===== src/esd_pkg.sv =====
// ----------------------------------------------------------------------------
// esd_pkg: shared types and lookup functions for the escape sequence decoder
// Holds the decode mode codes, status codes, the result word layout and the
// small character tables for hex digits and escape letters.
// ----------------------------------------------------------------------------
`default_nettype none

package esd_pkg;

   typedef enum logic [2:0] {
      MODE_NORMAL = 3'd0,
      MODE_ESCAPE = 3'd1,
      MODE_HEX1   = 3'd2,
      MODE_HEX2   = 3'd3,
      MODE_DROP   = 3'd4
   } esd_mode_type;

   typedef enum logic [1:0] {
      ST_OK     = 2'd0,
      ST_BADESC = 2'd1,
      ST_BADHEX = 2'd2
   } esd_status_type;

   // One result word as it leaves the block.
   typedef struct packed {
      logic [7:0]     out_byte;
      logic           has_byte;
      logic           out_last;
      esd_status_type status;
   } esd_word_type;

   // Hex digit lookup: valid flag plus digit value.
   typedef struct packed {
      logic       valid;
      logic [3:0] value;
   } esd_hex_type;

   // Escape letter lookup: valid flag plus control byte.
   typedef struct packed {
      logic       valid;
      logic [7:0] value;
   } esd_esc_type;

   localparam logic [7:0] CHAR_BACKSLASH = 8'h5C;
   localparam logic [7:0] CHAR_LOWER_X   = 8'h78;
   localparam logic [7:0] CHAR_UPPER_X   = 8'h58;
   localparam logic [7:0] CASE_OFFSET    = 8'd32;
   localparam logic [7:0] HEX_ALPHA_BASE = 8'd10;

   function automatic esd_hex_type hex_value(input logic [7:0] c);
      esd_hex_type r;
      logic [7:0]  d;
      r = '0;
      d = '0;
      if (c inside {["0":"9"]}) begin
         d = c - 8'h30;
         r = '{valid: 1'b1, value: d[3:0]};
      end else if (c inside {["a":"f"]}) begin
         d = c - 8'h61 + HEX_ALPHA_BASE;
         r = '{valid: 1'b1, value: d[3:0]};
      end else if (c inside {["A":"F"]}) begin
         d = c - 8'h41 + HEX_ALPHA_BASE;
         r = '{valid: 1'b1, value: d[3:0]};
      end
      return r;
   endfunction

   function automatic esd_esc_type escape_value(input logic [7:0] c);
      esd_esc_type r;
      logic [7:0]  l;
      l = (c inside {["A":"Z"]}) ? c + CASE_OFFSET : c;
      r = '{valid: 1'b1, value: 8'h00};
      case (l)
         8'h27:   r.value = 8'h27;   // single quote
         8'h22:   r.value = 8'h22;   // double quote
         8'h5C:   r.value = 8'h5C;   // backslash
         8'h30:   r.value = 8'h00;   // zero
         8'h61:   r.value = 8'h07;   // a
         8'h62:   r.value = 8'h08;   // b
         8'h66:   r.value = 8'h0C;   // f
         8'h6E:   r.value = 8'h0A;   // n
         8'h72:   r.value = 8'h0D;   // r
         8'h74:   r.value = 8'h09;   // t
         8'h76:   r.value = 8'h0B;   // v
         default: r.valid = 1'b0;
      endcase
      return r;
   endfunction

endpackage

`default_nettype wire


===== src/esd_stream_if.sv =====
// ----------------------------------------------------------------------------
// esd_stream_if: valid/ready channels of the escape sequence decoder
// Request channel carries raw bytes, response channel carries decoded words.
// ----------------------------------------------------------------------------
`default_nettype none

interface esd_req_if;
   logic       valid;
   logic       ready;
   logic [7:0] in_byte;
   logic       in_last;

   modport source (output valid, output in_byte, output in_last, input ready);
   modport sink   (input valid, input in_byte, input in_last, output ready);
endinterface

interface esd_rsp_if;
   logic       valid;
   logic       ready;
   logic [7:0] out_byte;
   logic       has_byte;
   logic       out_last;
   logic [1:0] status;

   modport source (output valid, output out_byte, output has_byte, output out_last,
                   output status, input ready);
   modport sink   (input valid, input out_byte, input has_byte, input out_last,
                   input status, output ready);
endinterface

`default_nettype wire


===== src/escape_sequence_decoder_unit.sv =====
// ----------------------------------------------------------------------------
// escape_sequence_decoder_unit: streaming C-style escape decoder
// Registered input word, single-pass decode, registered result word.
// ----------------------------------------------------------------------------
// The unit takes one raw byte per cycle while result words are taken and
// returns the decoded string, one word per produced byte; a byte passes the
// input register and its word the output register. Sustained rate is one
// byte per clock while words are taken: the only loop is the decode mode
// and high nibble register, updated as each byte advances, and the input
// and output registers let a new byte enter while a result waits on the
// response side. Bytes that open an escape (backslash, x, first hex digit)
// give no word. An error gives one word with has_byte low and out_last high;
// the rest of the string is dropped through its last byte, then the unit restarts.
// ----------------------------------------------------------------------------
`default_nettype none

module escape_sequence_decoder_unit
   import esd_pkg::*;
(
   input  wire logic clock,
   input  wire logic reset,
   esd_req_if.sink   req,
   esd_rsp_if.source rsp
);

   // Input register
   logic         req_valid_ff, req_valid_in;
   logic [7:0]   req_byte_ff;
   logic         req_last_ff;

   // Decode state
   esd_mode_type mode_ff, mode_in;
   logic [3:0]   nibble_ff, nibble_in;

   // Output register
   logic         rsp_valid_ff, rsp_valid_in;
   esd_word_type rsp_word_ff, rsp_word_in;

   logic         advance;
   logic         emit;
   esd_mode_type mode_next;
   logic [3:0]   nibble_next;
   esd_word_type word;

   // Advance the held byte when the output register is free or draining.
   assign advance   = req_valid_ff && (!rsp_valid_ff || rsp.ready);
   assign req.ready = !req_valid_ff || advance;

   esd_decode u_decode (
      .mode        (mode_ff),
      .nibble      (nibble_ff),
      .in_byte     (req_byte_ff),
      .in_last     (req_last_ff),
      .mode_next   (mode_next),
      .nibble_next (nibble_next),
      .emit        (emit),
      .word        (word)
   );

   always_comb begin
      req_valid_in = req_valid_ff;
      if (req.valid && req.ready) begin
         req_valid_in = 1'b1;
      end else if (advance) begin
         req_valid_in = 1'b0;
      end
   end

   always_comb begin
      mode_in   = mode_ff;
      nibble_in = nibble_ff;
      if (advance) begin
         mode_in   = mode_next;
         nibble_in = nibble_next;
      end
   end

   always_comb begin
      rsp_valid_in = rsp_valid_ff;
      rsp_word_in  = rsp_word_ff;
      if (advance) begin
         rsp_valid_in = emit;
         rsp_word_in  = word;
      end else if (rsp.ready) begin
         rsp_valid_in = 1'b0;
      end
   end

   // Control state
   always_ff @(posedge clock) begin
      if (reset) begin
         req_valid_ff <= 1'b0;
         rsp_valid_ff <= 1'b0;
         mode_ff      <= MODE_NORMAL;
         nibble_ff    <= 4'h0;
      end else begin
         req_valid_ff <= req_valid_in;
         rsp_valid_ff <= rsp_valid_in;
         mode_ff      <= mode_in;
         nibble_ff    <= nibble_in;
      end
   end

   // Payload: hold the incoming word on accept, the result on advance.
   always_ff @(posedge clock) begin
      if (req.valid && req.ready) begin
         req_byte_ff <= req.in_byte;
         req_last_ff <= req.in_last;
      end
      rsp_word_ff <= rsp_word_in;
   end

   assign rsp.valid    = rsp_valid_ff;
   assign rsp.out_byte = rsp_word_ff.out_byte;
   assign rsp.has_byte = rsp_word_ff.has_byte;
   assign rsp.out_last = rsp_word_ff.out_last;
   assign rsp.status   = rsp_word_ff.status;

   // A held input word is never lost while it waits.
   a_hold_input: assert property (@(posedge clock) disable iff (reset)
      req_valid_ff && !advance |=> req_valid_ff)
      else $error("input word lost while stalled");

   // The high nibble is only live between the two hex digits.
   a_nibble_idle: assert property (@(posedge clock) disable iff (reset)
      mode_ff != MODE_HEX2 |-> nibble_ff == 4'h0)
      else $error("high nibble set outside hex escape");

   // The last byte of a dropped string returns the unit to normal.
   a_drop_exit: assert property (@(posedge clock) disable iff (reset)
      advance && mode_ff == MODE_DROP && req_last_ff |=> mode_ff == MODE_NORMAL)
      else $error("drop mode did not end on last byte");

   // An error word carries no byte and closes the string.
   a_error_word: assert property (@(posedge clock) disable iff (reset)
      rsp_valid_ff && rsp_word_ff.status != ST_OK |->
         !rsp_word_ff.has_byte && rsp_word_ff.out_last && rsp_word_ff.out_byte == 8'h00)
      else $error("malformed error word");

endmodule

`default_nettype wire


===== src/esd_decode.sv =====
// ----------------------------------------------------------------------------
// esd_decode: next-state and result logic of the escape decoder
// Takes the current mode, the held high nibble and one raw byte, and gives
// the next mode, next nibble and an optional result word.
// ----------------------------------------------------------------------------
`default_nettype none

module esd_decode
   import esd_pkg::*;
(
   input  esd_mode_type mode,
   input  logic [3:0]   nibble,
   input  logic [7:0]   in_byte,
   input  logic         in_last,
   output esd_mode_type mode_next,
   output logic [3:0]   nibble_next,
   output logic         emit,
   output esd_word_type word
);

   esd_hex_type hex;
   esd_esc_type esc;

   assign hex = hex_value(in_byte);
   assign esc = escape_value(in_byte);

   always_comb begin
      mode_next   = mode;
      nibble_next = nibble;
      emit        = 1'b0;
      word        = '{out_byte: 8'h00, has_byte: 1'b0, out_last: in_last, status: ST_OK};

      case (mode)
         MODE_ESCAPE: begin
            if (in_byte == CHAR_LOWER_X || in_byte == CHAR_UPPER_X) begin
               if (in_last) begin
                  emit        = 1'b1;
                  word.status = ST_BADHEX;
                  mode_next   = MODE_NORMAL;
                  nibble_next = 4'h0;
               end else begin
                  mode_next = MODE_HEX1;
               end
            end else if (!esc.valid) begin
               emit        = 1'b1;
               word.status = ST_BADESC;
               mode_next   = in_last ? MODE_NORMAL : MODE_DROP;
               nibble_next = 4'h0;
            end else begin
               emit          = 1'b1;
               word.out_byte = esc.value;
               word.has_byte = 1'b1;
               mode_next     = MODE_NORMAL;
            end
         end
         MODE_HEX1: begin
            if (!hex.valid || in_last) begin
               emit        = 1'b1;
               word.status = ST_BADHEX;
               mode_next   = in_last ? MODE_NORMAL : MODE_DROP;
               nibble_next = 4'h0;
            end else begin
               nibble_next = hex.value;
               mode_next   = MODE_HEX2;
            end
         end
         MODE_HEX2: begin
            emit        = 1'b1;
            nibble_next = 4'h0;
            if (!hex.valid) begin
               word.status = ST_BADHEX;
               mode_next   = in_last ? MODE_NORMAL : MODE_DROP;
            end else begin
               word.out_byte = {nibble, hex.value};
               word.has_byte = 1'b1;
               mode_next     = MODE_NORMAL;
            end
         end
         MODE_DROP: begin
            if (in_last) begin
               mode_next   = MODE_NORMAL;
               nibble_next = 4'h0;
            end
         end
         default: begin
            if (in_byte == CHAR_BACKSLASH) begin
               if (in_last) begin
                  emit        = 1'b1;
                  word.status = ST_BADESC;
                  mode_next   = MODE_NORMAL;
                  nibble_next = 4'h0;
               end else begin
                  mode_next = MODE_ESCAPE;
               end
            end else begin
               emit          = 1'b1;
               word.out_byte = in_byte;
               word.has_byte = 1'b1;
               mode_next     = MODE_NORMAL;
            end
         end
      endcase

      // Every error word closes the string.
      if (word.status != ST_OK) begin
         word.out_last = 1'b1;
      end
   end

endmodule

`default_nettype wire


===== src/flat_wrapper.sv =====
// flat-port wrapper written by rule: the top's interface ports become plain ports
module escape_sequence_decoder_unit_flat import esd_pkg::*;
  (clock, reset, req_valid, req_in_byte, req_in_last, req_ready, rsp_valid, rsp_out_byte, rsp_has_byte, rsp_out_last, rsp_status, rsp_ready);
  esd_req_if req_i ();
  esd_rsp_if rsp_i ();
  input  wire logic clock;
  input  wire logic reset;
  input wire logic [$bits(req_i.valid)-1:0] req_valid;
  input wire logic [$bits(req_i.in_byte)-1:0] req_in_byte;
  input wire logic [$bits(req_i.in_last)-1:0] req_in_last;
  output wire logic [$bits(req_i.ready)-1:0] req_ready;
  output wire logic [$bits(rsp_i.valid)-1:0] rsp_valid;
  output wire logic [$bits(rsp_i.out_byte)-1:0] rsp_out_byte;
  output wire logic [$bits(rsp_i.has_byte)-1:0] rsp_has_byte;
  output wire logic [$bits(rsp_i.out_last)-1:0] rsp_out_last;
  output wire logic [$bits(rsp_i.status)-1:0] rsp_status;
  input wire logic [$bits(rsp_i.ready)-1:0] rsp_ready;
  assign req_i.valid = req_valid;
  assign req_i.in_byte = req_in_byte;
  assign req_i.in_last = req_in_last;
  assign req_ready = req_i.ready;
  assign rsp_valid = rsp_i.valid;
  assign rsp_out_byte = rsp_i.out_byte;
  assign rsp_has_byte = rsp_i.has_byte;
  assign rsp_out_last = rsp_i.out_last;
  assign rsp_status = rsp_i.status;
  assign rsp_i.ready = rsp_ready;
  escape_sequence_decoder_unit u_core (.clock(clock), .reset(reset), .req(req_i), .rsp(rsp_i));
endmodule

===== config.mk =====
export PLATFORM = sky130hd
export DESIGN_NAME = escape_sequence_decoder_unit_flat
export DESIGN_NICKNAME = d
export VERILOG_FILES = /design/src/esd_pkg.sv /design/src/esd_stream_if.sv /design/src/escape_sequence_decoder_unit.sv /design/src/esd_decode.sv /design/src/flat_wrapper.sv
export SDC_FILE = /design/constraint.sdc
export NUM_CORES = 1
export LEC_CHECK = 0
export ABC_AREA = 1
export BUFFER_PORTS_ARGS = -buffer_cell sky130_fd_sc_hd__buf_2
export CAP_MARGIN = 30
export CORE_AREA = 2 2 87 68
export CTS_BUF_LIST = sky130_fd_sc_hd__clkbuf_16
export CTS_CLUSTER_DIAMETER = 80
export DETAILED_ROUTE_END_ITERATION = 16
export DIE_AREA = 0 0 89 70
export GPL_TIMING_DRIVEN = 0
export SYNTH_ARGS = -nofsm -noshare
export SYNTH_HDL_FRONTEND = slang
export SYNTH_HIERARCHICAL = 1
export SYNTH_SLANG_ARGS = --single-unit
export TNS_END_PERCENT = 1

===== constraint.sdc =====
create_clock -name clock -period 2.7 [get_ports clock]
set_clock_uncertainty 0.05 [all_clocks]
set_input_delay 0.54 -clock clock [delete_from_list [all_inputs] [get_ports clock]]
set_output_delay 0.54 -clock clock [all_outputs]
set_load 0.01 [all_outputs]

==> flow_summary.ini <==
[floorplanning]
die_h_um = 70
core_mm2 = 0.00553
initial_utilization_pct = 43.0
pin_count = 27
fp.dieArea_mm2 = 0.00623
dieWidth_um = 89
rows = 24

[synth]
yosysTopAreaCell = edfxtp_1
synth_edf_count = 21
syn_area_mm2 = 0.00238
synth-async-reset-ratio_pct = 0
synth_cell_type_count = 39
synth.most_common_cell = nand2_1
ys_seq_elements = 30
synth-main-ff-cell = edfxtp_1
synth.avg_cell_area_um2 = 7.55
synth_nets = 335
yosysWarnings = 6
synthCells = 315
synth_common_cells = nand2_1 (58), inv_1 (47), nor2_1 (35)
synth_area_leaders = edfxtp_1 (27%), nand2_1 (9.2%), dfxtp_1 (7.6%)
seq_area_frac_synth_pct = 34.1
yosysTopAreaCellShare_pct = 26.5

[drt]
drc = 0
ant_nets = 0
via_per_inst = 5.03
drt-initial-drc-count = 178
wl_per_cell_um = 13.1
firstDrtPassIters = 4
vias = 2245
wl_mm = 5.86

[final_layout]
fin_nets = 387
syn_to_final_growth_pct = 23.5
n_fill_cell = 559
drive_above_1_share_pct = 31.5
final_area_mm2 = 0.00294
stdcell_count = 446
multi_input_area_mm2 = 0.00134
final-seq-area_um2 = 811
n_antenna_cell = 0
fin_util_pct = 53.1

[worst_setup_path]
cp.arrival_ps = 2690
reg2reg_slack_ps = 170
required_ps = 2860
startpoint_type = flip-flop
critical_path_class = flip-flop to flip-flop
cp_num_buf_inv = 3
rr_startpoint = u_core/req_byte_ff[4]
max_stage_delay_ps = 510
timing.rr.end = u_core/nibble_ff[3]
crit_family = compound AO/OA/AOI/OAI gates
path_cells = inv_4 -> nand2_2 -> a21oi_1 -> o21ai_0 -> o31ai_1 -> nand2_1 -> nand3_2 -> nand3_4 -> o21bai_1 -> inv_1 -> a21oi_2 -> inv_1 -> nand3_1 -> nand2_1 -> nor2_1
reg2regPathDepth = 15
cp-end-kind = flip-flop
cpMaxStageDelayCell = edfxtp_1
worst-path-max-fanout = 7

[clocking]
tritoncts = yes
clockBufferDepth = 2
cts-root-buf = clkbuf_16
clock-sinks = 30
htreeDepth = 2
cts_made_buffers = 5
clock_latency_ps = 270
clkTransAtPathRegs_ps = 50

[timing]
drv_slew = 0
hold_ws_ps = 394
grt_setup_unrepaired = false
clock.fmax_mhz = 394
fin_crit_ps = 2530
final-hold-violation-count = 0
max_slew_margin_pct = 46.9
tightest_slew_ps = 789
setup_viol = 0
layout_worst_path_cycle_share_pct = 93.9

[flow_run]
cap_violations = 0

[grt]
grt_max_degree = 12
grt_pass1_wl_mm = 9.55
grt_pass1_vias = 1977
grtUsageTotal_pct = 19.6
grt_overflow = 0
antenna_found_initial = 0

[place]
port_buffers = 26
dpl.cell_count = 420
place_congestion = 0.882
place_area_mm2 = 0.00261
hpwl_mm = 4.45

[min_path]
min-delay-start = req_in_last
holdPathEnd = u_core/req_last_ff
hold_path.class = input port to flip-flop
whs_path_depth = 1

[power_and_ir_drop]
power_mw = 1.38
p_leak_nw = 1.32
ir_drop_mv = 0.279
p_per_area_mw_per_mm2 = 471

[status]
status = finished, final reports clean
[how the worst max path moves through the flow]
stage	cells after the start	from	end
2_1_floorplan	21	u_core/req_byte_ff[1]	u_core/nibble_ff[2]
3_3_place_gp	20	u_core/req_byte_ff[1]	u_core/nibble_ff[2]
3_5_place_dp	20	u_core/req_byte_ff[1]	u_core/nibble_ff[0]
4_1_cts	21	u_core/req_byte_ff[0]	u_core/nibble_ff[0]
5_1_grt	20	u_core/req_byte_ff[0]	u_core/nibble_ff[0]
6_report	15	u_core/req_byte_ff[4]	u_core/nibble_ff[3]
[kinds of logic after synthesis]
logic type,share of synthesized area [%]
adders and majority gates,3.68
buffers and inverters,10.9
xor gates and xnor gates,0.737
DFF,34.1
AOI/OAI and AO/OA,14.8
and+or+nand+nor,35.7
[final cells by class]
| class | count | share of cell area, % |
|---|---|---|
| Tap cell | 78 | 3.32 |
| Inverter | 55 | 7.20 |
| Sequential cell | 30 | 27.6 |
| Buffer | 6 | 1.66 |
| Timing Repair Buffer | 45 | 9.72 |
| Clock inverter | 3 | 0.426 |
| Clock buffer | 5 | 4.26 |
| Multi-Input combinational cell | 224 | 45.8 |
[state kept, by name (all words and copies together), names as in the netlist]
signal               cells
u_core/req_byte_ff       8
u_core/rsp.out_byte      8
u_core/nibble_ff         4
u_core/mode_ff           3
u_core/rsp.status        2
u_core/req_last_ff       1
u_core/req_valid_ff      1
u_core/rsp.has_byte      1
u_core/rsp.out_last      1
u_core/rsp.valid         1
[power breakdown]
group	total, mW	switching, mW	internal [mW]
clock	0.504	0.173	0.331
sequential	0.555	0.0252	0.530
combinational	0.324	0.201	0.124
total	1.38	0.399	0.984
[cells in the final DEF, fill, tap and decap left out, drive strengths merged]
| cell | count |
|---|---|
| o21ai | 14 |
| o221ai | 5 |
| dfxtp | 9 |
| a21oi | 28 |
| buf | 49 |
| xnor2 | 1 |
| o211ai | 2 |
| or2 | 2 |
| nor4 | 1 |
| clkinv | 2 |
| edfxtp | 21 |
| o21a | 1 |
| o31ai | 2 |
| a21boi | 1 |
| nor2 | 43 |
| ha | 7 |
| nor3 | 6 |
| a31oi | 2 |
| xor2 | 1 |
| nand4 | 1 |
| nand3 | 29 |
| o21bai | 2 |
| inv | 56 |
| and3 | 1 |
| clkbuf | 7 |
| nand2 | 75 |
[layer usage]
layer | track usage [%] | share of wire, % | vias to the layer above
met1 | 31.9 | 51 | 1034
met5 | 0 | 0 | -
met3 | 4.61 | 6.9 | 0
met4 | 2.82 | 0 | 0
li1 | - | - | 1142
met2 | 26.5 | 43 | 69
[repair_timing]
| action | 4_1_cts | 5_1_grt |
|---|---|---|
| setup buffers | 1 | 17 |
| resized for setup | 0 | 11 |
| hold buffers | 0 | 0 |
| pin swaps | 0 | 2 |
| setup endpoints to repair | 3 | 6 |
[stage by stage]
step / worst slack, ps / TNS [ps]
final: 165 / 0
after global routing: 11.2 / 0
after CTS: 94.3 / 0
after detailed placement: -12.3 / -17.0
after global placement: 65.7 / 0
after floorplan: 426 / 0
Note: power is estimated with default switching activity, not from simulation.
